<file path="src/design/lsc_pkg.sv">
package lsc_pkg;

  localparam int VERTEX_COUNT = 1024;
  localparam int VIDX_W       = $clog2(VERTEX_COUNT);
  localparam int COORD_BITS   = 32;
  localparam int LEVEL_BITS   = 32;
  localparam int COUNTER_BITS = 16;
  localparam int TOL_BITS     = 16;
  localparam int FRAC_BITS    = 16;
  localparam int NUM_EDGES    = 6;
  localparam int RAM_W        = 3 * COORD_BITS + LEVEL_BITS;
  localparam int QUEUE_DEPTH  = 2;
  localparam int QPTR_W       = $clog2(QUEUE_DEPTH);
  localparam int QCNT_W       = QPTR_W + 1;

  // divider: |level| << FRAC_BITS over |level difference|
  localparam int DVD_W  = LEVEL_BITS + FRAC_BITS;
  localparam int DVS_W  = LEVEL_BITS + 1;
  localparam int DCNT_W = $clog2(DVD_W);
  // multiplier: |coord difference| by 16-bit slices of the ratio
  localparam int MAGD_W   = COORD_BITS + 1;
  localparam int SLICE_W  = 16;
  localparam int NSLICES  = DVD_W / SLICE_W;
  localparam int PROD_W   = MAGD_W + SLICE_W;
  localparam int ACC_W    = MAGD_W + DVD_W;
  localparam int SUM_W    = COORD_BITS + 5;

  localparam logic [1:0] OP_WRITE = 2'd0;
  localparam logic [1:0] OP_TETRA = 2'd1;
  localparam logic [1:0] OP_START = 2'd2;

  localparam logic [COUNTER_BITS-1:0] CNT_MAX = '1;

  typedef logic [3:0][COORD_BITS-1:0] coord4_t;
  typedef logic [3:0][LEVEL_BITS-1:0] level4_t;

  typedef struct packed {
    logic                 is_start;
    logic [NUM_EDGES-1:0] hit;
    coord4_t              px;
    coord4_t              py;
    coord4_t              pz;
    level4_t              pl;
  } job_t;

  function automatic logic [1:0] edge_lo(input logic [2:0] e);
    logic [1:0] v;
    case (e)
      3'd0, 3'd1, 3'd2: v = 2'd0;
      3'd3, 3'd4:       v = 2'd1;
      3'd5:             v = 2'd2;
      default:          v = 2'd0;
    endcase
    return v;
  endfunction

  function automatic logic [1:0] edge_hi(input logic [2:0] e);
    logic [1:0] v;
    case (e)
      3'd0:       v = 2'd1;
      3'd1, 3'd3: v = 2'd2;
      3'd2, 3'd4, 3'd5: v = 2'd3;
      default:    v = 2'd1;
    endcase
    return v;
  endfunction

endpackage

</file>
<file path="src/design/lsc_back.sv">
module lsc_back (
  input  logic                            clk,
  input  logic                            rst_n,
  input  logic                            q_empty,
  output logic                            q_pop,
  input  lsc_pkg::job_t                   q_data,
  input  logic                            pop,
  output logic                            empty,
  output logic [lsc_pkg::COUNTER_BITS-1:0] out_point_number,
  output logic [lsc_pkg::COUNTER_BITS-1:0] out_facet_number,
  output logic [2:0]                      out_facet_slot,
  output logic signed [lsc_pkg::COORD_BITS-1:0] out_cross_x,
  output logic signed [lsc_pkg::COORD_BITS-1:0] out_cross_y,
  output logic signed [lsc_pkg::COORD_BITS-1:0] out_cross_z,
  output logic                            out_last_point,
  output logic                            out_counter_full
);
  import lsc_pkg::*;

  localparam logic [2:0] BS_IDLE = 3'd0;
  localparam logic [2:0] BS_SCAN = 3'd1;
  localparam logic [2:0] BS_DIV  = 3'd2;
  localparam logic [2:0] BS_MUL  = 3'd3;
  localparam logic [2:0] BS_OUT  = 3'd4;

  localparam logic signed [SUM_W-1:0] SAT_HI = SUM_W'((64'sd1 <<< (COORD_BITS-1)) - 1);
  localparam logic signed [SUM_W-1:0] SAT_LO = -SUM_W'(64'sd1 <<< (COORD_BITS-1));
  localparam logic [ACC_W-FRAC_BITS-1:0] M_CAP = (ACC_W-FRAC_BITS)'(1) << (COORD_BITS+2);

  logic [2:0]              state_r, state_nxt;
  job_t                    cur_r;
  logic [COUNTER_BITS-1:0] pc_r, pc_nxt, fc_r, fc_nxt, facet_r, facet_nxt;
  logic [2:0]              e_r, e_nxt, slot_r, slot_nxt;
  logic [DCNT_W-1:0]       dcnt_r, dcnt_nxt;
  logic [DVS_W-1:0]        rem_r, rem_nxt;
  logic [DVD_W-1:0]        dvd_r, dvd_nxt;
  logic [DVS_W-1:0]        dvs_r, dvs_nxt;
  logic                    rneg_r, rneg_nxt;
  logic [1:0]              c_r, c_nxt;
  logic [2:0]              step_r, step_nxt;
  logic [PROD_W-1:0]       prod_r, prod_nxt;
  logic [ACC_W-1:0]        acc_r, acc_nxt;
  logic [2:0][COORD_BITS-1:0] res_r, res_nxt;
  logic                    ovalid_r, ovalid_nxt;

  logic [1:0]              lo, hi;
  logic signed [LEVEL_BITS+1:0] li, lj, den;
  logic signed [COORD_BITS+1:0] pi, pj, dd;
  logic [MAGD_W-1:0]       magd;
  logic [SLICE_W-1:0]      slice;
  logic [DVS_W:0]          shv;
  logic [DVS_W+1:0]        trial;
  logic [ACC_W-FRAC_BITS-1:0] mval;
  logic signed [SUM_W-1:0] sum;
  logic                    last;
  logic [COUNTER_BITS-1:0] pc_inc;
  logic                    load_out;

  assign lo  = edge_lo(e_r);
  assign hi  = edge_hi(e_r);
  assign li  = $signed({{2{cur_r.pl[lo][LEVEL_BITS-1]}}, cur_r.pl[lo]});
  assign lj  = $signed({{2{cur_r.pl[hi][LEVEL_BITS-1]}}, cur_r.pl[hi]});
  assign den = lj - li;

  always_comb begin
    logic [COORD_BITS-1:0] a, b;
    case (c_r)
      2'd0:    begin a = cur_r.px[lo]; b = cur_r.px[hi]; end
      2'd1:    begin a = cur_r.py[lo]; b = cur_r.py[hi]; end
      default: begin a = cur_r.pz[lo]; b = cur_r.pz[hi]; end
    endcase
    pi = $signed({{2{a[COORD_BITS-1]}}, a});
    pj = $signed({{2{b[COORD_BITS-1]}}, b});
  end
  assign dd   = pj - pi;
  assign magd = dd[COORD_BITS+1] ? MAGD_W'(-dd) : MAGD_W'(dd);

  always_comb begin
    case (step_r)
      3'd0:    slice = dvd_r[SLICE_W-1:0];
      3'd1:    slice = dvd_r[2*SLICE_W-1:SLICE_W];
      default: slice = dvd_r[3*SLICE_W-1:2*SLICE_W];
    endcase
  end

  assign shv   = {rem_r, dvd_r[DVD_W-1]};
  assign trial = {1'b0, shv} - {2'b00, dvs_r};

  always_comb begin
    logic [ACC_W-FRAC_BITS-1:0] m;
    logic signed [SUM_W-1:0] ms;
    m    = acc_r[ACC_W-1:FRAC_BITS];
    mval = (m > M_CAP) ? M_CAP : m;
    ms   = $signed(SUM_W'(mval));
    if (dd[COORD_BITS+1] != rneg_r) begin
      ms = -ms;
    end
    sum = $signed({{(SUM_W-COORD_BITS){pi[COORD_BITS-1]}}, pi[COORD_BITS-1:0]}) + ms;
  end

  always_comb begin
    last = 1'b1;
    for (int k = 0; k < NUM_EDGES; k++) begin
      if ((3'(k) > e_r) && cur_r.hit[k]) begin
        last = 1'b0;
      end
    end
  end

  assign pc_inc   = (pc_r == CNT_MAX) ? pc_r : pc_r + 1'b1;
  assign load_out = (state_r == BS_OUT) && (!ovalid_r || pop);
  assign q_pop    = (state_r == BS_IDLE) && !q_empty;
  assign empty    = !ovalid_r;

  always_comb begin
    state_nxt = state_r;
    pc_nxt    = pc_r;
    fc_nxt    = fc_r;
    facet_nxt = facet_r;
    e_nxt     = e_r;
    slot_nxt  = slot_r;
    dcnt_nxt  = dcnt_r;
    rem_nxt   = rem_r;
    dvd_nxt   = dvd_r;
    dvs_nxt   = dvs_r;
    rneg_nxt  = rneg_r;
    c_nxt     = c_r;
    step_nxt  = step_r;
    prod_nxt  = prod_r;
    acc_nxt   = acc_r;
    res_nxt   = res_r;
    ovalid_nxt = ovalid_r && !pop;
    case (state_r)
      BS_IDLE: begin
        if (!q_empty) begin
          if (q_data.is_start) begin
            pc_nxt = '0;
            fc_nxt = '0;
          end else begin
            if (q_data.hit != '0) begin
              facet_nxt = fc_r;
              fc_nxt    = (fc_r == CNT_MAX) ? fc_r : fc_r + 1'b1;
            end
            e_nxt     = 3'd0;
            slot_nxt  = 3'd0;
            state_nxt = BS_SCAN;
          end
        end
      end
      BS_SCAN: begin
        if (e_r == 3'(NUM_EDGES)) begin
          state_nxt = BS_IDLE;
        end else if (cur_r.hit[e_r]) begin
          rem_nxt  = '0;
          dvd_nxt  = {(li[LEVEL_BITS+1] ? LEVEL_BITS'(-li) : LEVEL_BITS'(li)),
                      {FRAC_BITS{1'b0}}};
          if (den == '0) begin
            dvs_nxt  = DVS_W'(1);
            rneg_nxt = (li > 0);
          end else begin
            dvs_nxt  = den[LEVEL_BITS+1] ? DVS_W'(-den) : DVS_W'(den);
            rneg_nxt = (li > 0) != den[LEVEL_BITS+1];
          end
          dcnt_nxt  = '0;
          state_nxt = BS_DIV;
        end else begin
          e_nxt = e_r + 3'd1;
        end
      end
      BS_DIV: begin
        if (!trial[DVS_W+1]) begin
          rem_nxt = DVS_W'(trial);
          dvd_nxt = {dvd_r[DVD_W-2:0], 1'b1};
        end else begin
          rem_nxt = DVS_W'(shv);
          dvd_nxt = {dvd_r[DVD_W-2:0], 1'b0};
        end
        dcnt_nxt = dcnt_r + 1'b1;
        if (dcnt_r == DCNT_W'(DVD_W - 1)) begin
          c_nxt     = 2'd0;
          step_nxt  = 3'd0;
          state_nxt = BS_MUL;
        end
      end
      BS_MUL: begin
        if (step_r < 3'(NSLICES)) begin
          prod_nxt = magd * slice;
        end
        if (step_r == 3'd0) begin
          acc_nxt = '0;
        end else if (step_r <= 3'(NSLICES)) begin
          acc_nxt = acc_r + (ACC_W'(prod_r) << (SLICE_W * (32'(step_r) - 1)));
        end
        step_nxt = step_r + 3'd1;
        if (step_r == 3'(NSLICES + 1)) begin
          if (sum > SAT_HI) begin
            res_nxt[c_r] = SAT_HI[COORD_BITS-1:0];
          end else if (sum < SAT_LO) begin
            res_nxt[c_r] = SAT_LO[COORD_BITS-1:0];
          end else begin
            res_nxt[c_r] = sum[COORD_BITS-1:0];
          end
          step_nxt = 3'd0;
          if (c_r == 2'd2) begin
            state_nxt = BS_OUT;
          end else begin
            c_nxt = c_r + 2'd1;
          end
        end
      end
      BS_OUT: begin
        if (load_out) begin
          ovalid_nxt = 1'b1;
          pc_nxt     = pc_inc;
          slot_nxt   = slot_r + 3'd1;
          e_nxt      = e_r + 3'd1;
          state_nxt  = BS_SCAN;
        end
      end
      default: state_nxt = BS_IDLE;
    endcase
  end

  always_ff @(posedge clk) begin
    if (!rst_n) begin
      state_r  <= BS_IDLE;
      pc_r     <= '0;
      fc_r     <= '0;
      ovalid_r <= 1'b0;
      e_r      <= '0;
      slot_r   <= '0;
      dcnt_r   <= '0;
      c_r      <= '0;
      step_r   <= '0;
    end else begin
      state_r  <= state_nxt;
      pc_r     <= pc_nxt;
      fc_r     <= fc_nxt;
      ovalid_r <= ovalid_nxt;
      e_r      <= e_nxt;
      slot_r   <= slot_nxt;
      dcnt_r   <= dcnt_nxt;
      c_r      <= c_nxt;
      step_r   <= step_nxt;
    end
  end

  always_ff @(posedge clk) begin
    if (q_pop) begin
      cur_r <= q_data;
    end
    facet_r <= facet_nxt;
    rem_r   <= rem_nxt;
    dvd_r   <= dvd_nxt;
    dvs_r   <= dvs_nxt;
    rneg_r  <= rneg_nxt;
    prod_r  <= prod_nxt;
    acc_r   <= acc_nxt;
    res_r   <= res_nxt;
    if (load_out) begin
      out_point_number <= pc_r;
      out_facet_number <= facet_r;
      out_facet_slot   <= slot_r;
      out_cross_x      <= res_r[0];
      out_cross_y      <= res_r[1];
      out_cross_z      <= res_r[2];
      out_last_point   <= last;
      out_counter_full <= (pc_inc == CNT_MAX) || (fc_r == CNT_MAX);
    end
  end

  a_slot_range: assert property (@(posedge clk) disable iff (!rst_n)
    load_out |-> (slot_r < 3'(NUM_EDGES))) else $error("facet slot out of range");
  a_out_hit: assert property (@(posedge clk) disable iff (!rst_n)
    load_out |-> cur_r.hit[e_r]) else $error("word emitted for an edge without crossing");
  a_no_overwrite: assert property (@(posedge clk) disable iff (!rst_n)
    (ovalid_r && !pop) |=> (ovalid_r && $stable(out_point_number)))
    else $error("waiting word overwritten");

endmodule

</file>
<file path="config.mk">
export PLATFORM = sky130hd
export DESIGN_NAME = lsc_back
export DESIGN_NICKNAME = d
export VERILOG_FILES = /design/src/design/lsc_pkg.sv /design/src/design/lsc_back.sv
export SDC_FILE = /design/constraint.sdc
export NUM_CORES = 2
export LEC_CHECK = 0
export BUFFER_PORTS_ARGS = -buffer_cell sky130_fd_sc_hd__buf_2
export CAP_MARGIN = 10
export CORE_MARGIN = 2
export CORE_UTILIZATION = 60
export DETAILED_ROUTE_END_ITERATION = 10
export HOLD_SLACK_MARGIN = 0.03
export MAX_ROUTING_LAYER = met4
export PLACE_DENSITY = 0.87
export SETUP_SLACK_MARGIN = 0.15
export SYNTH_ARGS = -nofsm -noshare
export SYNTH_HDL_FRONTEND = slang
export SYNTH_SLANG_ARGS = --single-unit
export TNS_END_PERCENT = 30
</file>
<file path="constraint.sdc">
create_clock -name clk -period 56.2 [get_ports clk]
set_clock_uncertainty 0.05 [all_clocks]
set_input_delay 2.81 -clock clk [delete_from_list [all_inputs] [get_ports clk]]
set_output_delay 2.81 -clock clk [all_outputs]
set_load 0.02 [all_outputs]
</file>
# Word level (Yosys, flattened, before mapping)
# Index checks and enable logic that the tools add are counted.
# word_totals
mem_bits_ro	0
regBits	1061
out_inout_bits	135
mem_count	0
mem_bits_rw	0
latchBits	0
wordCells	246
# classes
n_div	0
reduce_logical	43
n_eq_ne	33
addsub	17
shift	1
n_bitwise	9
multipliers	1
magnitude_cmp	17
mux	81
# ops
cell	count
binary-select mux 32 bit (select 2 bit)	8
two-way mux 32 bit	10
two-way mux 96 bit	2
two-way mux 33 bit	5
case mux 32 bit (2 select lines)	2
two-way mux 16 bit	7
bitwise mux 96 bit	1
two-way mux 48 bit	2
case mux 48 bit (2 select lines)	1
bitwise AND 93 bit	1
inverter 93 bit	1
OR 93 bit	1
adder 81 bit	1
two-way mux 81 bit	1
left shift 49 x 32 -> 81 bit	1
two-way mux 37 bit	2
negation 33 bit	2
case mux 33 bit (2 select lines)	1
subtractor 32 x 32 -> 33 bit	2
> comparator 65 x 35 -> 1 bit, second input constant	1
demux 32 bit (select 2 bit)	1
case mux 16 bit (2 select lines)	2
multiplier 33 x 16 -> 49 bit	1
== test 16 bit, second input constant	3
60 further kinds	143

# Longest topological paths before layout
# depth
depth_word	13
mapped_depth	57
mapped_depth_nobuf	47

# Worst setup path before layout
# No wires, ideal clock.
# synth_timing
path_type	input port to flip-flop
from	input q_empty
to	register fc_r[12]
path_buffers	0
stages	8
setup_slack_ps	11102
setup_time_ps	128
required_ps	56022
t_arrival_ps	44921
path_cell_list	nor3_1 > o31ai_1 > nor2b_1 > a21oi_1 > nor4_1 > nand3_1 > xor2_1 > nor2_1
# synth_between
elab_chain_len	2
# synth_rtl
item	line_no	text
start, declared	lsc_back.sv:4	input logic q_empty,
inverter 1 bit (no source line)	-	
AND reduction 4 bit (no source line)	-	
end signal, assigned	lsc_back.sv:238	fc_r <= fc_nxt;
end, declared	lsc_back.sv:32	logic [COUNTER_BITS-1:0] pc_r, pc_nxt, fc_r, fc_nxt, facet_r, facet_nxt;
# Every way passes these cells.
# A chain may end at the register's enable or synchronous reset.

# Worst setup path after layout
# layout_timing
from	register e_r[0]
to	register prod_r[48] (data pin)
# layout_between
elab_chain_len	10
# layout_rtl
item	line_no	text
start, declared	lsc_back.sv:33	logic [2:0] e_r, e_nxt, slot_r, slot_nxt;
start signal, assigned	lsc_back.sv:240	e_r <= e_nxt;
== test 3 x 2 -> 1 bit, or another cell as far along	lsc_pkg.sv:59	case (e)
OR reduction 3 bit, or another cell as far along	lsc_pkg.sv:59	
case mux 2 bit (2 select lines), on equally long branches	lsc_pkg.sv:59, lsc_pkg.sv:48	
binary-select mux 32 bit (select 2 bit), on equally long branches	lsc_back.sv:70, lsc_back.sv:68, lsc_back.sv:69	
two-way mux 32 bit, on equally long branches	lsc_back.sv:70, lsc_back.sv:68, lsc_back.sv:69	
case mux 32 bit (2 select lines)	lsc_back.sv:67	case (c_r)
subtractor 32 x 32 -> 33 bit *	lsc_back.sv:75	assign dd = pj - pi;
negation 33 bit	lsc_back.sv:76	assign magd = dd[COORD_BITS+1] ? MAGD_W'(-dd) : MAGD_W'(dd);
two-way mux 33 bit *	lsc_back.sv:76	
multiplier 33 x 16 -> 49 bit *	lsc_back.sv:187	prod_nxt = magd * slice;
end signal, assigned	lsc_back.sv:257	prod_r <= prod_nxt;
end, declared	lsc_back.sv:41	logic [PROD_W-1:0] prod_r, prod_nxt;
# Mark *: on every way between the ends. The rest lies on a longest branch, timed or not. The select of a mux whose other input is x is not followed.

==> results.tsv <==
stage	metric	value	unit
route	drt wl/cell	27.0	um
clocking	cts hold-fix bufs	0	
timing	achievable frequency	63.4	MHz
clocking	post-CTS setup buffers	0	
setup_path	crit path launch type	flip-flop	
setup_path	Most common cell on crit path	fa_1	
die	num rows	130	
finish	fraction of layout cells with a size suffix above 1	14.0	%
setup_path	Slowest cell on crit path	xnor2_1	
timing	Final Hold Vio Count	0	
die	chip width	359	um
die	DIE HEIGHT	359	um
job	max cap viols	0	
outcome	outcome	finished clean	
timing	TNS Setup	0	ns
setup_path	R2R setup slack	40.42	ns
yosys	top post-synthesis cells by area	edfxtp_1 40%, fa_1 12%, ha_1 5.9%, nand2_1 5.2%, nor2_1 3.4%	
finish	Fillers	9259	
yosys	Post-synth EDFFs	1008	
clocking	CTS tree	built	
die	Initial Utilization	60.3	%
finish	area of the multi-input gates	41000	um2
route	Via density	6.62	
yosys	Synth Cell Area	75700	um2
yosys	Seq/Total Area, Yosys	41.4	%
grt	GRT Resource Usage Total	41.0	%
yosys	most frequent cell after synthesis	nand2_1	
yosys	post-synthesis net count	8729	
setup_path	type of the worst setup path	flip-flop to flip-flop	
yosys	leading area contributor after synthesis	edfxtp_1	
route	Post-route DRC	0	
yosys	synth unique cells	95	
min_path	Min-Delay Path Class	flip-flop to flip-flop	
die	Core Area	125000	um2
clocking	Clock Sinks	1061	
route	antenna violation net count after detailed routing	0	
route	drt total wl	264	mm
yosys	Synth warnings	0	
grt	largest net degree at the start of global routing	183	
placed_design	Port Buffers	657	
clocking	Resize count post-CTS	0	
setup_path	Worst Path Arrival	16.24	ns
route	DRT Pass-1 Iters	7	
grt	initial antenna violation count	72	
finish	FF+latch area	31300	um2
yosys	post-synth top area share	40.0	%
clocking	clk buf depth	3	
yosys	top post-synthesis cells by count	1044 x nand2_1, 1008 x edfxtp_1, 681 x nor2_1, 597 x inv_1, 442 x a21oi_1	
clocking	cts bufs inserted	105	
clocking	Clock Root Buffer	clkbuf_16	
yosys	Synth Register Bits	1061	
clocking	Clock Pin Slew Worst Setup and Hold Paths	0.06	ns
grt	first-pass GRT wire length	388	mm
timing	# setup viols final	0	
clocking	H-tree levels	3	
clocking	worst-skew pair later-pin latency	0.78	ns
grt	vias in the first global route	62800	
yosys	Syn Inst Count	7416	
finish	area grow syn2layout	12.0	%
yosys	FFs w/ async S/R, synth	0	%
setup_path	critical path endpoint category	flip-flop	
die	die footprint	129000	um2
timing	fin crit period	15.78	ns
timing	Slew Viols, Final	0	
timing	period utilization	28.1	%
setup_path	Worst Path Required	56.66	ns
timing	worst-margin pin slew	1.38	ns
yosys	mean post-synth cell area	10.2	um2
yosys	Most used DFF post-synth	edfxtp_1	
placed_design	dpl hpwl	195	mm
setup_path	biggest cell delay along the critical path	0.94	ns
timing	RSZ-0062 raised after global routing	no	
grt	total gr overflow	0	
route	DR iter-0 viols	9589	
route	Vias	64600	
placed_design	Final GP Congestion	1.04	
die	Top Ports	658	
timing	Slew HR	7.64	%
setup_path	worst-path fanout max	69	
finish	Nets	9248	
==> cells by family after synthesis <==
group / Yosys count / synth area share (%)
xor gates and xnor gates: 360 / 4.17
AOI/OAI and AO/OA: 1582 / 14.0
adders and majority gates: 791 / 17.4
buffers and inverters: 961 / 4.81
muxes: 169 / 3.60
DFF: 1061 / 41.4
and+or+nand+nor: 2492 / 14.6
==> per-stage QoR <==
step	hold slack [ns]	setup slack (ns)	area, um2	instances	utilization [%]
after global placement	0.352	40.88	80800	9475	64.4
after CTS	0.360	40.68	84500	9674	67.4
final	0.356	40.42	84700	9762	67.6
after floorplan	0.350	11.10	75700	7416	-
after detailed placement	0.355	40.76	80800	9476	64.4
after global routing	0.374	39.63	84700	9755	67.5
==> area by class of cell <==
type                       count  share of cell area, %
multi-input combinational   5394                   48.4
antenna                       86                  0.254
sequential                  1061                   37.0
timing repair buffer         773                   4.96
clock buffer                 133                   3.30
tap                         1650                   2.44
inverter                     600                   2.66
clock inverter                65                   1.05
==> cell usage in the layout, fill, tap and decap left out, types with 75 or more instances in the layout <==
cell / instances
o21ai_0: 229
edfxtp_1: 1008
a21o_1: 170
and2_1: 105
diode_2: 86
fa_1: 436
xnor2_1: 203
mux2i_1: 75
nor3_1: 102
a21oi_1: 442
clkbuf_16: 106
mux4_2: 81
xor2_1: 148
buf_4: 112
nor2_1: 677
a31oi_1: 82
ha_1: 352
buf_2: 657
a22o_1: 90
inv_1: 596
nand2_1: 1043
nand3_1: 192
==> state kept, by name, summed over array words and instances, names as in the netlist, 6 cells and up <==
name              cells
cur_r               518
res_r                96
acc_r                81
prod_r               49
dvd_r                48
dvs_r                33
rem_r                33
out_cross_x          32
out_cross_y          32
out_cross_z          32
facet_r              16
fc_r                 16
out_facet_number     16
out_point_number     16
pc_r                 16
dcnt_r                6
==> routing by layer <==
metal,global-route usage [%],up-vias,routed length [um]
met5,-,-,0
met4,23.1,0,19300
met3,11.1,1195,34100
met2,62.7,5099,119000
met1,49.3,30900,90900
li1,-,27400,-
==> worst paths after layout <==
| check | from | endpoint | cells after the start |
|---|---|---|---|
| max | e_r[0] | prod_r[48] | 45 |
| min | facet_r[6] | out_facet_number[6] | 0 |
| max reg2reg | e_r[0] | prod_r[48] | 45 |
| min reg2reg | facet_r[6] | out_facet_number[6] | 0 |
==> worst max-delay path: cells and delay by family (launching register included) <==
kind / cells / cell delay [ns]
mux: 1 / 0.62
buf+inv: 8 / 2.19
compound gates: 18 / 4.69
xor+xnor: 2 / 1.02
fa+ha+maj: 8 / 3.85
simple gates: 8 / 2.26
flops: 1 / 0.71
Power is not shown: default switching activity piles up to over one toggle a cycle in this logic, so the estimate is an artifact.
