==> src/design/lsc_pkg.sv <==
package lsc_pkg;

  localparam int VERTEX_COUNT = 1024;
  localparam int VIDX_W       = $clog2(VERTEX_COUNT);
  localparam int COORD_BITS   = 32;
  localparam int LEVEL_BITS   = 32;
  localparam int COUNTER_BITS = 16;
  localparam int TOL_BITS     = 16;
  localparam int FRAC_BITS    = 16;
  localparam int NUM_EDGES    = 6;
  localparam int RAM_W        = 3 * COORD_BITS + LEVEL_BITS;
  localparam int QUEUE_DEPTH  = 2;
  localparam int QPTR_W       = $clog2(QUEUE_DEPTH);
  localparam int QCNT_W       = QPTR_W + 1;

  // divider: |level| << FRAC_BITS over |level difference|
  localparam int DVD_W  = LEVEL_BITS + FRAC_BITS;
  localparam int DVS_W  = LEVEL_BITS + 1;
  localparam int DCNT_W = $clog2(DVD_W);
  // multiplier: |coord difference| by 16-bit slices of the ratio
  localparam int MAGD_W   = COORD_BITS + 1;
  localparam int SLICE_W  = 16;
  localparam int NSLICES  = DVD_W / SLICE_W;
  localparam int PROD_W   = MAGD_W + SLICE_W;
  localparam int ACC_W    = MAGD_W + DVD_W;
  localparam int SUM_W    = COORD_BITS + 5;

  localparam logic [1:0] OP_WRITE = 2'd0;
  localparam logic [1:0] OP_TETRA = 2'd1;
  localparam logic [1:0] OP_START = 2'd2;

  localparam logic [COUNTER_BITS-1:0] CNT_MAX = '1;

  typedef logic [3:0][COORD_BITS-1:0] coord4_t;
  typedef logic [3:0][LEVEL_BITS-1:0] level4_t;

  typedef struct packed {
    logic                 is_start;
    logic [NUM_EDGES-1:0] hit;
    coord4_t              px;
    coord4_t              py;
    coord4_t              pz;
    level4_t              pl;
  } job_t;

  function automatic logic [1:0] edge_lo(input logic [2:0] e);
    logic [1:0] v;
    case (e)
      3'd0, 3'd1, 3'd2: v = 2'd0;
      3'd3, 3'd4:       v = 2'd1;
      3'd5:             v = 2'd2;
      default:          v = 2'd0;
    endcase
    return v;
  endfunction

  function automatic logic [1:0] edge_hi(input logic [2:0] e);
    logic [1:0] v;
    case (e)
      3'd0:       v = 2'd1;
      3'd1, 3'd3: v = 2'd2;
      3'd2, 3'd4, 3'd5: v = 2'd3;
      default:    v = 2'd1;
    endcase
    return v;
  endfunction

endpackage

==> src/design/lsc_queue.sv <==
module lsc_queue (
  input  logic          clk,
  input  logic          rst_n,
  input  logic          wr,
  input  lsc_pkg::job_t wdata,
  output logic          full,
  input  logic          rd,
  output lsc_pkg::job_t rdata,
  output logic          empty
);
  import lsc_pkg::*;

  job_t              mem_r [QUEUE_DEPTH];
  logic [QPTR_W-1:0] wp_r, rp_r;
  logic [QCNT_W-1:0] cnt_r;

  assign full  = (cnt_r == QCNT_W'(QUEUE_DEPTH));
  assign empty = (cnt_r == '0);
  assign rdata = mem_r[rp_r];

  always_ff @(posedge clk) begin
    if (!rst_n) begin
      wp_r  <= '0;
      rp_r  <= '0;
      cnt_r <= '0;
    end else begin
      if (wr) begin
        wp_r <= wp_r + 1'b1;
      end
      if (rd) begin
        rp_r <= rp_r + 1'b1;
      end
      if (wr && !rd) begin
        cnt_r <= cnt_r + 1'b1;
      end else if (rd && !wr) begin
        cnt_r <= cnt_r - 1'b1;
      end
    end
  end

  always_ff @(posedge clk) begin
    if (wr) begin
      mem_r[wp_r] <= wdata;
    end
  end

  a_cnt_bound: assert property (@(posedge clk) disable iff (!rst_n)
    cnt_r <= QCNT_W'(QUEUE_DEPTH)) else $error("queue count overflow");
  a_no_overrun: assert property (@(posedge clk) disable iff (!rst_n)
    wr |-> !full) else $error("write into full queue");
  a_no_underrun: assert property (@(posedge clk) disable iff (!rst_n)
    rd |-> !empty) else $error("read from empty queue");

endmodule

==> config.mk <==
export PLATFORM = sky130hd
export DESIGN_NAME = lsc_queue
export DESIGN_NICKNAME = d
export VERILOG_FILES = /design/src/design/lsc_pkg.sv /design/src/design/lsc_queue.sv
export SDC_FILE = /design/constraint.sdc
export NUM_CORES = 1
export LEC_CHECK = 0
export BUFFER_PORTS_ARGS = -buffer_cell sky130_fd_sc_hd__buf_2
export CELL_PAD_IN_SITES_DETAIL_PLACEMENT = 0
export CELL_PAD_IN_SITES_GLOBAL_PLACEMENT = 1
export CORE_AREA = 2 2 410 412
export CTS_CLUSTER_DIAMETER = 50
export DETAILED_ROUTE_END_ITERATION = 7
export DIE_AREA = 0 0 412 414
export PLACE_DENSITY_LB_ADDON = 0.05
export SETUP_SLACK_MARGIN = 0.15
export SYNTH_ARGS = -nofsm -noshare
export SYNTH_HDL_FRONTEND = slang
export SYNTH_SLANG_ARGS = --single-unit
==> constraint.sdc <==
create_clock -name clk -period 33.7 [get_ports clk]
set_clock_uncertainty 0.15 [all_clocks]
set_input_delay 1.685 -clock clk [delete_from_list [all_inputs] [get_ports clk]]
set_output_delay 1.685 -clock clk [all_outputs]
set_load 0.01 [all_outputs]
# ---- Word-level counts from Yosys, hierarchy flattened
# Memory sizes are Yosys's and may differ from the RTL's. A register that Yosys moved wholly into a read port is not among the register bits.
# Index checks and enable logic that the tools add are counted.
dict set report totals {
  ff_bits 4
  ramBits 1038
  out_inout_bits 521
  memories 1
}
# memory depth word_bits rd rd_ports_with_merged_regs wr line_no
set memory_table {}
lappend memory_table {mem_r 2 519 1 1 1 lsc_queue.sv:13} ;# job_t mem_r [QUEUE_DEPTH];
dict set report classes {
  add_sub_neg 4
  eq_ne 1
  muxes 6
  reduce_logical 6
}
# cell n
set op_table {}
lappend op_table {{$mux W1} 4}
lappend op_table {{$mux W2} 2}
lappend op_table {{$add A1 B1 Y1 const B} 2}
lappend op_table {{$add A2 B1 Y2 const B} 1}
lappend op_table {{$eq A2 B2 Y1 const B} 1}
lappend op_table {{$logic_and A1 B1 Y1} 2}
lappend op_table {{$logic_not A1 Y1} 2}
lappend op_table {{$logic_not A2 Y1} 1}
lappend op_table {{$reduce_bool A2 Y1} 1}
lappend op_table {{$sub A2 B1 Y2 const B} 1}

# ---- Longest topological paths before layout
# Gate-level depths: netlist of the first run.
dict set report logic_depth {
  word_depth 4
  ltp_mapped 5
  depth_no_buf 5
}

# ---- Worst setup path before layout of the first run
# No wires, ideal clock.
dict set report synth_timing {
  path_type {input to register}
  startpoint {input wr}
  endpoint {register wp_r}
  setup_time_ns 0.165
  arrival_ns 25.494
  setup_slack_ns 7.890
  path_stages 2
  n_path_buf 0
  cell_sequence {nor2b_1 > o21a_1}
}
# item line_no
set synth_rtl {}
lappend synth_rtl {{start, declared} lsc_queue.sv:4} ;# input logic wr,
lappend synth_rtl {{end signal, assigned} lsc_queue.sv:28} ;# wp_r <= wp_r + 1'b1;
lappend synth_rtl {{end, declared} lsc_queue.sv:14} ;# logic [QPTR_W-1:0] wp_r, rp_r;

==> results of run 1 <==
## per-layer routing
layer	part of all wire (%)	wire length [um]	track usage, %	vias to the layer above
met2	51	67920	26.56	966
met3	11	14150	7.310	419
met1	34	44520	14.98	10320
met5	0.47	625	0	-
met4	4.2	5630	6.613	94
li1	-	-	-	9006
## through the flow
stage / instance area [um^2] / std cells / util (%) / hold slack, ns
floorplan: 37880 / 1637 / - / 0.3229
finish: 50830 / 5174 / 30.57 / 0.4294
global route: 50770 / 5150 / 30.53 / 0.4709
CTS: 50710 / 5128 / 30.50 / 0.4370
detailed placement: 45420 / 4844 / 27.31 / 0.4277
global placement: 45420 / 4844 / 27.31 / 0.3962
## path summary, 6_finish.rpt
check | slack (ns) | start | cells after the start | to
min reg2reg | 0.43 | rp_r | 2 | rp_r
min | 0.43 | rp_r | 2 | rp_r
max | 27.84 | flip-flop | 4 | rdata[441]
max reg2reg | 30.01 | wp_r | 3 | mem_r[1][132]
## final cells by class
| class | instances | area, um^2 |
|---|---|---|
| clock inverters | 106 | 1241 |
| well taps | 2204 | 2758 |
| flip-flops and latches | 1043 | 31270 |
| repair buffers | 1061 | 5418 |
| clock buffers | 178 | 4050 |
| multi-input cells | 535 | 5967 |
| inverters | 1 | 3.754 |
| diodes | 46 | 115.1 |
| fillers | 16660 | 115500 |
## state kept, by name (all words and copies together) (netlist names), named ones only
| register | count |
|---|---|
| mem_r | 1038 |
| cnt_r | 2 |
| rp_r | 1 |
| wp_r | 1 |
## power by group
group	internal [uW]	total, uW	switching (uW)
registers	1500	1530	22.7
clock network	1050	1650	601
logic	132	312	180
total	2680	3490	804
## cell usage after synthesis
| master | n |
|---|---|
| a21boi_0 | 1 |
| and2_1 | 4 |
| buf_6 | 58 |
| dfxtp_1 | 5 |
| edfxtp_1 | 1038 |
| ha_1 | 1 |
| inv_1 | 1 |
| mux2_2 | 519 |
| nor2_1 | 1 |
| nor2b_1 | 3 |
| o21a_1 | 1 |
| o21ai_0 | 1 |
| or3_1 | 1 |
| xnor2_1 | 1 |
| xor2_1 | 2 |
## critical path: stages, from the launching register on
cell and delay (ns):
dfxtp_4 0.84, buf_12 0.61, buf_12 0.43, mux2_2 0.43, buf_2 0.15
## cells by family after synthesis
kind of cell,Yosys count,share of synthesized area [%]
compound gates,3,0.05285
xor+xnor,3,0.06937
fa+ha+maj,1,0.03302
simple gates,9,0.1420
mux,519,15.43
buf+inv,59,1.734
flops,1043,82.54
==> impl_metrics.py, run 1 <==
metrics = {
    "synthesis": {
        "syn_inst": 1637,
        "synth_largest_area_cell": "edfxtp_1",
        "ys_seq_area_share_pct": 82.54,
        "yosys_register_bits": 1043,
        "post_synth_instance_area_mm2": 0.03788,
        "syn_avg_cell_area_um2": 23.14,
        "post-synth-top-area-fraction_pct": 82.28,
        "yosys_warnings": 0,
        "post_synth_main_area_contributors": "edfxtp_1 82%, mux2_2 15%, buf_6 1.7%",
        "synthDistinctLibCells": 15,
        "synth_nets": 2161,
    },
    "critical_path": {
        "critPathArrivalTime_ns": 4.02,
        "critical_path_peak_fanout": 160,
        "setup.worst_path.class": "flip-flop to primary output",
        "cp_data_required_time_ns": 31.86,
        "worstSetupStartpointType": "flip-flop",
        "crit_path_end_kind": "primary output",
    },
    "sta": {
        "hold_viol": 0,
        "drv_slew": 0,
        "grt_setup_unrepaired": "no",
        "timing.setup.tns_ns": 0,
        "post-route-period-util_pct": 17.38,
        "tightest_slew_ns": 1.210,
        "final_period_demand_of_the_worst_path_ns": 5.856,
        "post-route-worst-setup-slack_ns": 27.84,
        "maxSlewHeadroom_pct": 19.36,
        "fmax_ghz": 0.1708,
        "endpoints_failing_setup": 0,
    },
    "placement": {
        "routabilityCongestion": 0.8608,
        "detailed_place_hpwl_um": 96760,
        "port_buffers": 1043,
        "place_ws_ns": 28.40,
    },
    "clock_network": {
        "cts_max_level": 4,
        "clock_insertion_delay_worst_skew_ns": 0.72,
        "tritoncts": "yes",
        "cts_buf_count": 154,
        "cts_setup_buffers": 0,
        "cts_hold_repair.buffers": 0,
        "cts.root.buffer_cell": "clkbuf_16",
        "clkTransAtPathRegs_ns": 0.05,
        "post_cts_resized": 0,
        "cts_sinks": 1043,
        "max-clock-path-buffers": 3,
    },
    "grt": {
        "first_global_vias": 22130,
        "initial_antenna_violation_count": 147,
        "first_pass_grt_wire_length_um": 178300,
        "grt_util_all_layers_pct": 15.12,
        "grt_max_degree": 161,
        "grt.overflow.total": 0,
    },
    "power": {
        "p_leak_uw": 0.01856,
        "powerDensity_mw_per_mm2": 68.63,
        "vdd_ir_drop_max_mv": 0.05512,
        "fin_total_pwr_uw": 3488,
    },
    "drt": {
        "detailroute.via_count": 20810,
        "initialDrtViolationCount": 1131,
        "routed_wl_per_cell_um": 25.68,
        "number_of_remaining_drc_errors": 0,
        "detail-route-antenna-nets": 0,
        "totalWireLength_um": 132800,
        "length_of_the_first_detailed_routing_pass_in_iterations": 5,
        "detail_route.vias_per_cell": 4.022,
    },
    "floorplan": {
        "floorplan.initialDensity_pct": 22.78,
        "chipWidth_um": 412,
        "die_h_um": 414,
        "placeableCoreArea_mm2": 0.1663,
        "rows": 150,
        "floorplan.die_area_mm2": 0.1706,
        "pin_count": 1044,
    },
    "finish": {
        "drive_above_1_share_pct": 62.28,
        "most-common-layout-cells": "1043 x buf_2, 1038 x edfxtp_1, 519 x mux2_2, 159 x clkbuf_16, 27 x clkinv_1",
        "num-nets-final": 3320,
        "flow.area_growth_from_synthesis_pct": 34.16,
        "commonest_non_fill_non_tap_cell_in_the_layout": "buf_2",
    },
    "hold_path": {
        "worst_hold_path_type": "flip-flop to flip-flop",
    },
    "run_status": {
        "outcome": "finished, final reports clean",
    },
    "run": {
        "cap_viol_max_count": 0,
    },
}
(Power assumes the default switching activity.)
==> run 2, diff against run 1 <==
- clock period: 33.7 -> 5.6 ns (I/O delays scaled with it)
==> impl_metrics.py, run 2 (same netlist as run 1, synthesis figures left out) <==
metrics = {
    "critical_path": {
        "largest_delay_share_family_worst_path": "flip-flops",
        "worstPathCellList": "buf_12, mux2_2, buf_2",
        "cp_slowest_stage_delay_ns": 1.00,
        "cp_data_required_time_ns": 5.17,
        "critPathArrivalTime_ns": 3.17,
        "critical_path_peak_fanout": 143,
        "critical-path-slowest-cell": "dfxtp_4",
        "crit_path_end_kind": "primary output",
        "worstSetupStartpointType": "flip-flop",
        "setup.worst_path.class": "flip-flop to primary output",
        "buffers_plus_inverters_on_the_worst_setup_path": 2,
    },
    "run": {
        "cap_viol_max_count": 0,
    },
    "clock_network": {
        "cts_setup_buffers": 0,
        "max-clock-path-buffers": 3,
        "cts_max_level": 4,
        "cts_hold_repair.buffers": 568,
        "tritoncts": "yes",
        "cts_buf_count": 155,
        "post_cts_resized": 0,
        "clkTransAtPathRegs_ns": 0.05,
        "cts_sinks": 1043,
        "clock_insertion_delay_worst_skew_ns": 0.75,
        "cts.root.buffer_cell": "clkbuf_16",
    },
    "drt": {
        "length_of_the_first_detailed_routing_pass_in_iterations": 6,
        "totalWireLength_um": 130000,
        "routed_wl_per_cell_um": 22.68,
        "number_of_remaining_drc_errors": 0,
        "detail-route-antenna-nets": 0,
        "detail_route.vias_per_cell": 3.896,
        "initialDrtViolationCount": 892,
        "detailroute.via_count": 22330,
    },
    "finish": {
        "layout.area.seq_mm2": 0.03127,
        "fillerInstances": 16320,
        "largest-register": "mem_r",
        "layout.core_utilization_pct": 33.91,
        "multi_input_comb_area_mm2": 0.005967,
        "fin_area_mm2": 0.05639,
        "largest_register_ff_count": 1038,
        "finalNonFillerCells": 5731,
        "drive_above_1_share_pct": 52.08,
        "largest_registers": "mem_r (1038), cnt_r (2)",
        "most-common-layout-cells": "1043 x buf_2, 1038 x edfxtp_1, 568 x dlygate4sd3_1, 519 x mux2_2, 159 x clkbuf_16",
        "flow.area_growth_from_synthesis_pct": 48.86,
        "commonest_non_fill_non_tap_cell_in_the_layout": "buf_2",
        "num-nets-final": 3896,
    },
    "floorplan": {
        "rows": 150,
        "floorplan.initialDensity_pct": 22.78,
        "chipWidth_um": 412,
        "pin_count": 1044,
        "floorplan.die_area_mm2": 0.1706,
        "placeableCoreArea_mm2": 0.1663,
        "die_h_um": 414,
    },
    "placement": {
        "dpl-instance-area_mm2": 0.04551,
        "detailed_place_hpwl_um": 93430,
        "dp_cells": 4851,
        "port_buffers": 1043,
        "routabilityCongestion": 0.7781,
        "place_ws_ns": 2.665,
    },
    "sta": {
        "post-route-worst-setup-slack_ns": 2.001,
        "hold_viol": 0,
        "fmax_ghz": 0.2779,
        "tightest_slew_ns": 1.100,
        "grt_setup_unrepaired": "no",
        "final_period_demand_of_the_worst_path_ns": 3.599,
        "maxSlewHeadroom_pct": 26.49,
        "drv_slew": 0,
        "post-route-period-util_pct": 64.27,
        "endpoints_failing_setup": 0,
    },
    "grt": {
        "grt_util_all_layers_pct": 14.86,
        "grt_max_degree": 144,
        "first_global_vias": 24680,
        "first_pass_grt_wire_length_um": 179100,
        "initial_antenna_violation_count": 50,
        "grt.overflow.total": 0,
    },
    "hold_path": {
        "worst_hold_path_type": "primary input to flip-flop",
    },
    "power": {
        "powerDensity_mw_per_mm2": 372.7,
        "fin_total_pwr_uw": 21020,
        "p_leak_uw": 0.02088,
        "vdd_ir_drop_max_mv": 0.2860,
    },
    "run_status": {
        "outcome": "finished, final reports clean",
    },
}
## run 2: cell types whose count changed in the layout (fill, tap and decap cells not counted)
cell,delta
dlygate4sd3_1,+568
diode_2,-12
bufinv_16,-6
clkbuf_1,+6
buf_4,+4
buf_12,+3
clkinv_1,-3
inv_6,-3
clkinv_2,-2
clkinv_8,+2
clkinvlp_4,+2
clkinv_4,-1
inv_8,-1
## run 2: worst register-to-register path, stage by stage (launching register included)
cell	delay, ns
dfxtp_1	0.34
nor2b_4	0.86
buf_12	0.55
## run 2: path summary, 6_finish.rpt
check        startpoint             to  slack [ns]  depth (start not counted)
max reg2reg        wp_r   mem_r[0][20]        3.06                          2
max           flip-flop     rdata[468]        2.00                          3
min reg2reg    cnt_r[1]       cnt_r[1]        0.36                          2
min          wdata[466]  mem_r[0][466]        0.09                          2
## run 2: area by class of cell
type	instances	share of cell area (%)
diodes	34	0.1509
clock buffers	184	7.222
clock inverters	94	1.846
inverters	1	0.006656
multi-input cells	535	10.58
flip-flops and latches	1043	55.46
well taps	2204	4.890
repair buffers	1636	19.85
## run 2: per-layer routing
metal / vias up / routed length, um / global-route usage [%]
met5: - / 170 / 0
met4: 28 / 4891 / 6.155
met3: 253 / 11600 / 6.096
met2: 770 / 68170 / 26.97
met1: 11110 / 45140 / 14.84
li1: 10160 / - / -
## run 2: metrics by stage
step | hold slack, ns | TNS (ns)
2_1_floorplan | 0.2289 | -2474.84
3_3_place_gp | 0.3173 | 0
3_5_place_dp | 0.3214 | 0
4_1_cts | 0.00002703 | 0
5_1_grt | 0.02570 | 0
6_report | 0.09137 | 0
## run 2: power breakdown
group / total, uW / switching (uW) / internal (uW)
combinational: 2270 / 1210 / 1060
sequential: 9160 / 109 / 9050
clock: 9590 / 3570 / 6020
total: 21000 / 4880 / 16100
==> run 3, diff against run 2 <==
- clock period: 5.6 -> 3.6 ns (I/O delays scaled with it)
==> impl_metrics.py, run 3 (same netlist as run 1, synthesis figures left out) <==
metrics = {
    "run": {
        "cap_viol_max_count": 0,
    },
    "sta": {
        "final_period_demand_of_the_worst_path_ns": 2.975,
        "drv_slew": 0,
        "hold_viol": 0,
        "maxSlewHeadroom_pct": 41.63,
        "post-route-period-util_pct": 82.64,
        "fmax_ghz": 0.3361,
        "endpoints_failing_setup": 0,
        "tightest_slew_ns": 0.8755,
        "grt_setup_unrepaired": "no",
    },
    "floorplan": {
        "chipWidth_um": 412,
        "pin_count": 1044,
        "die_h_um": 414,
        "rows": 150,
        "floorplan.initialDensity_pct": 22.78,
        "placeableCoreArea_mm2": 0.1663,
        "floorplan.die_area_mm2": 0.1706,
    },
    "critical_path": {
        "setup.worst_path.class": "flip-flop to primary output",
        "crit_path_end_kind": "primary output",
        "cp_slowest_stage_delay_ns": 0.57,
        "worstSetupStartpointType": "flip-flop",
        "regToRegSetupSlack_ns": 1.52,
        "r2r-start": "wp_r",
        "worstPathCellList": "buf_12, buf_12, mux2_2, buf_2",
        "buffers_plus_inverters_on_the_worst_setup_path": 3,
        "timing.reg2reg.worst_path_depth": 2,
        "cp_data_required_time_ns": 3.27,
        "largest_delay_share_family_worst_path": "buffers and inverters",
        "critical_path.most_common_cell": "buf_12",
        "critical_path_peak_fanout": 77,
        "critical-path-slowest-cell": "dfxtp_4",
        "crit-reg2reg-capture": "mem_r[1][339]",
        "critPathArrivalTime_ns": 2.65,
    },
    "grt": {
        "grt_util_all_layers_pct": 15.02,
        "initial_antenna_violation_count": 55,
        "grt.overflow.total": 0,
        "first_pass_grt_wire_length_um": 183400,
        "grt_max_degree": 110,
        "first_global_vias": 26420,
    },
    "drt": {
        "detailroute.via_count": 24020,
        "wl_met1_um": 48880,
        "number_of_remaining_drc_errors": 0,
        "maxUsedRoutingLayer": "met5",
        "met3RoutedLength_um": 9658,
        "routed_wl_per_cell_um": 21.37,
        "totalWireLength_um": 131000,
        "detail-route-antenna-nets": 0,
        "initialDrtViolationCount": 1013,
        "detail_route.vias_per_cell": 3.919,
        "length_of_the_first_detailed_routing_pass_in_iterations": 5,
        "met2RoutedLength_um": 67720,
    },
    "finish": {
        "flow.area_growth_from_synthesis_pct": 59.33,
        "largest_register_ff_count": 1038,
        "num-nets-final": 4302,
        "drive_above_1_share_pct": 47.02,
        "largest-register": "mem_r",
        "layout.core_utilization_pct": 36.30,
        "finalNonFillerCells": 6129,
        "fillerInstances": 16250,
        "largest_registers": "mem_r (1038), cnt_r (2)",
        "commonest_non_fill_non_tap_cell_in_the_layout": "buf_2",
        "most-common-layout-cells": "1043 x buf_2, 1038 x edfxtp_1, 962 x dlygate4sd3_1, 519 x mux2_2, 154 x clkbuf_16",
    },
    "clock_network": {
        "cts_max_level": 4,
        "post_cts_resized": 0,
        "cts_buf_count": 148,
        "clock_insertion_delay_worst_skew_ns": 0.74,
        "cts_sinks": 1043,
        "cts.root.buffer_cell": "clkbuf_16",
        "clkTransAtPathRegs_ns": 0.05,
        "cts_setup_buffers": 0,
        "tritoncts": "yes",
        "max-clock-path-buffers": 3,
    },
    "placement": {
        "detailed_place_hpwl_um": 94200,
        "routabilityCongestion": 0.7688,
        "dp_cells": 4870,
        "port_buffers": 1043,
    },
    "hold_path": {
        "worst_hold_path_type": "primary input to flip-flop",
        "whs_path_depth": 2,
        "origin_of_the_worst_min_delay_path": "wdata[158]",
        "whs_endpoint": "mem_r[0][158]",
    },
    "power": {
        "p_leak_uw": 0.02256,
        "vdd_ir_drop_max_mv": 0.4271,
        "powerDensity_mw_per_mm2": 537.4,
    },
    "run_status": {
        "outcome": "finished, final reports clean",
    },
}
==> run 3: cell count changes in the layout (fill, tap and decap cells not counted), moves of 4 or more <==
cell           previous run  this run
dlygate4sd3_1           568       962
buf_4                    17        24
clkbuf_16               159       154
buf_12                    8        20
clkinv_1                 24        20
clkinv_2                 17        24
==> run 3: what timing repair did <==
item                                   in CTS  in global routing
hold buffers                              962                  0
setup endpoints to repair                   0                  0
endpoints found under the hold margin    1117                  0
==> run 3: area by class of cell <==
cell class	instances	area (um^2)	share of cell area, %
inverter	1	3.754	0.006219
clock inverter	86	902.1	1.495
tap	2204	2758	4.569
antenna	33	82.58	0.1368
sequential	1043	31280	51.81
clock buffer	178	3944	6.534
timing repair buffer	2049	15430	25.56
multi-input combinational	535	5967	9.885
==> run 3: worst register-to-register path: cells and delay by family, from the launching register on <==
family | cells | cell delay, ns
buffers and inverters | 1 | 0.72
and+or+nand+nor | 1 | 0.46
DFF | 1 | 0.35
==> run 3: stage by stage <==
stage	hold slack, ns	setup TNS [ns]	setup WS, ns	power (uW)	instance area [um^2]
final	0.06411	0	0.6249	32440	60360
after global placement	0.2187	0	1.376	17590	45800
after detailed placement	0.2214	0	1.361	17620	45800
after global routing	0.008985	0	0.4368	33750	60350
after CTS	0.001305	0	0.4952	33080	60280
after floorplan	0.1289	-4494.09	-4.961	16130	37890
==> run 3: power by group <==
part	internal (uW)	switching, uW
sequential	14100	139
clock	8890	5390
combinational	1970	1970
==> run 3: worst max-delay path by stage <==
stage / startpoint / endpoint / slack [ns] / depth (start not counted)
3_5_place_dp: flip-flop / rdata[168] / 1.36 / 4
6_report: flip-flop / rdata[411] / 0.62 / 4
3_3_place_gp: flip-flop / rdata[411] / 1.38 / 4
4_1_cts: flip-flop / rdata[168] / 0.50 / 4
2_1_floorplan: wp_r / mem_r[0][0] / -4.96 / 1
5_1_grt: flip-flop / rdata[489] / 0.44 / 4
==> run 3: routing by layer <==
layer  global-route usage [%]  up-vias
met2                    27.08      776
met5                        0        -
met3                    5.140      230
met4                    5.827       32
met1                    15.95    11990
li1                         -    10990
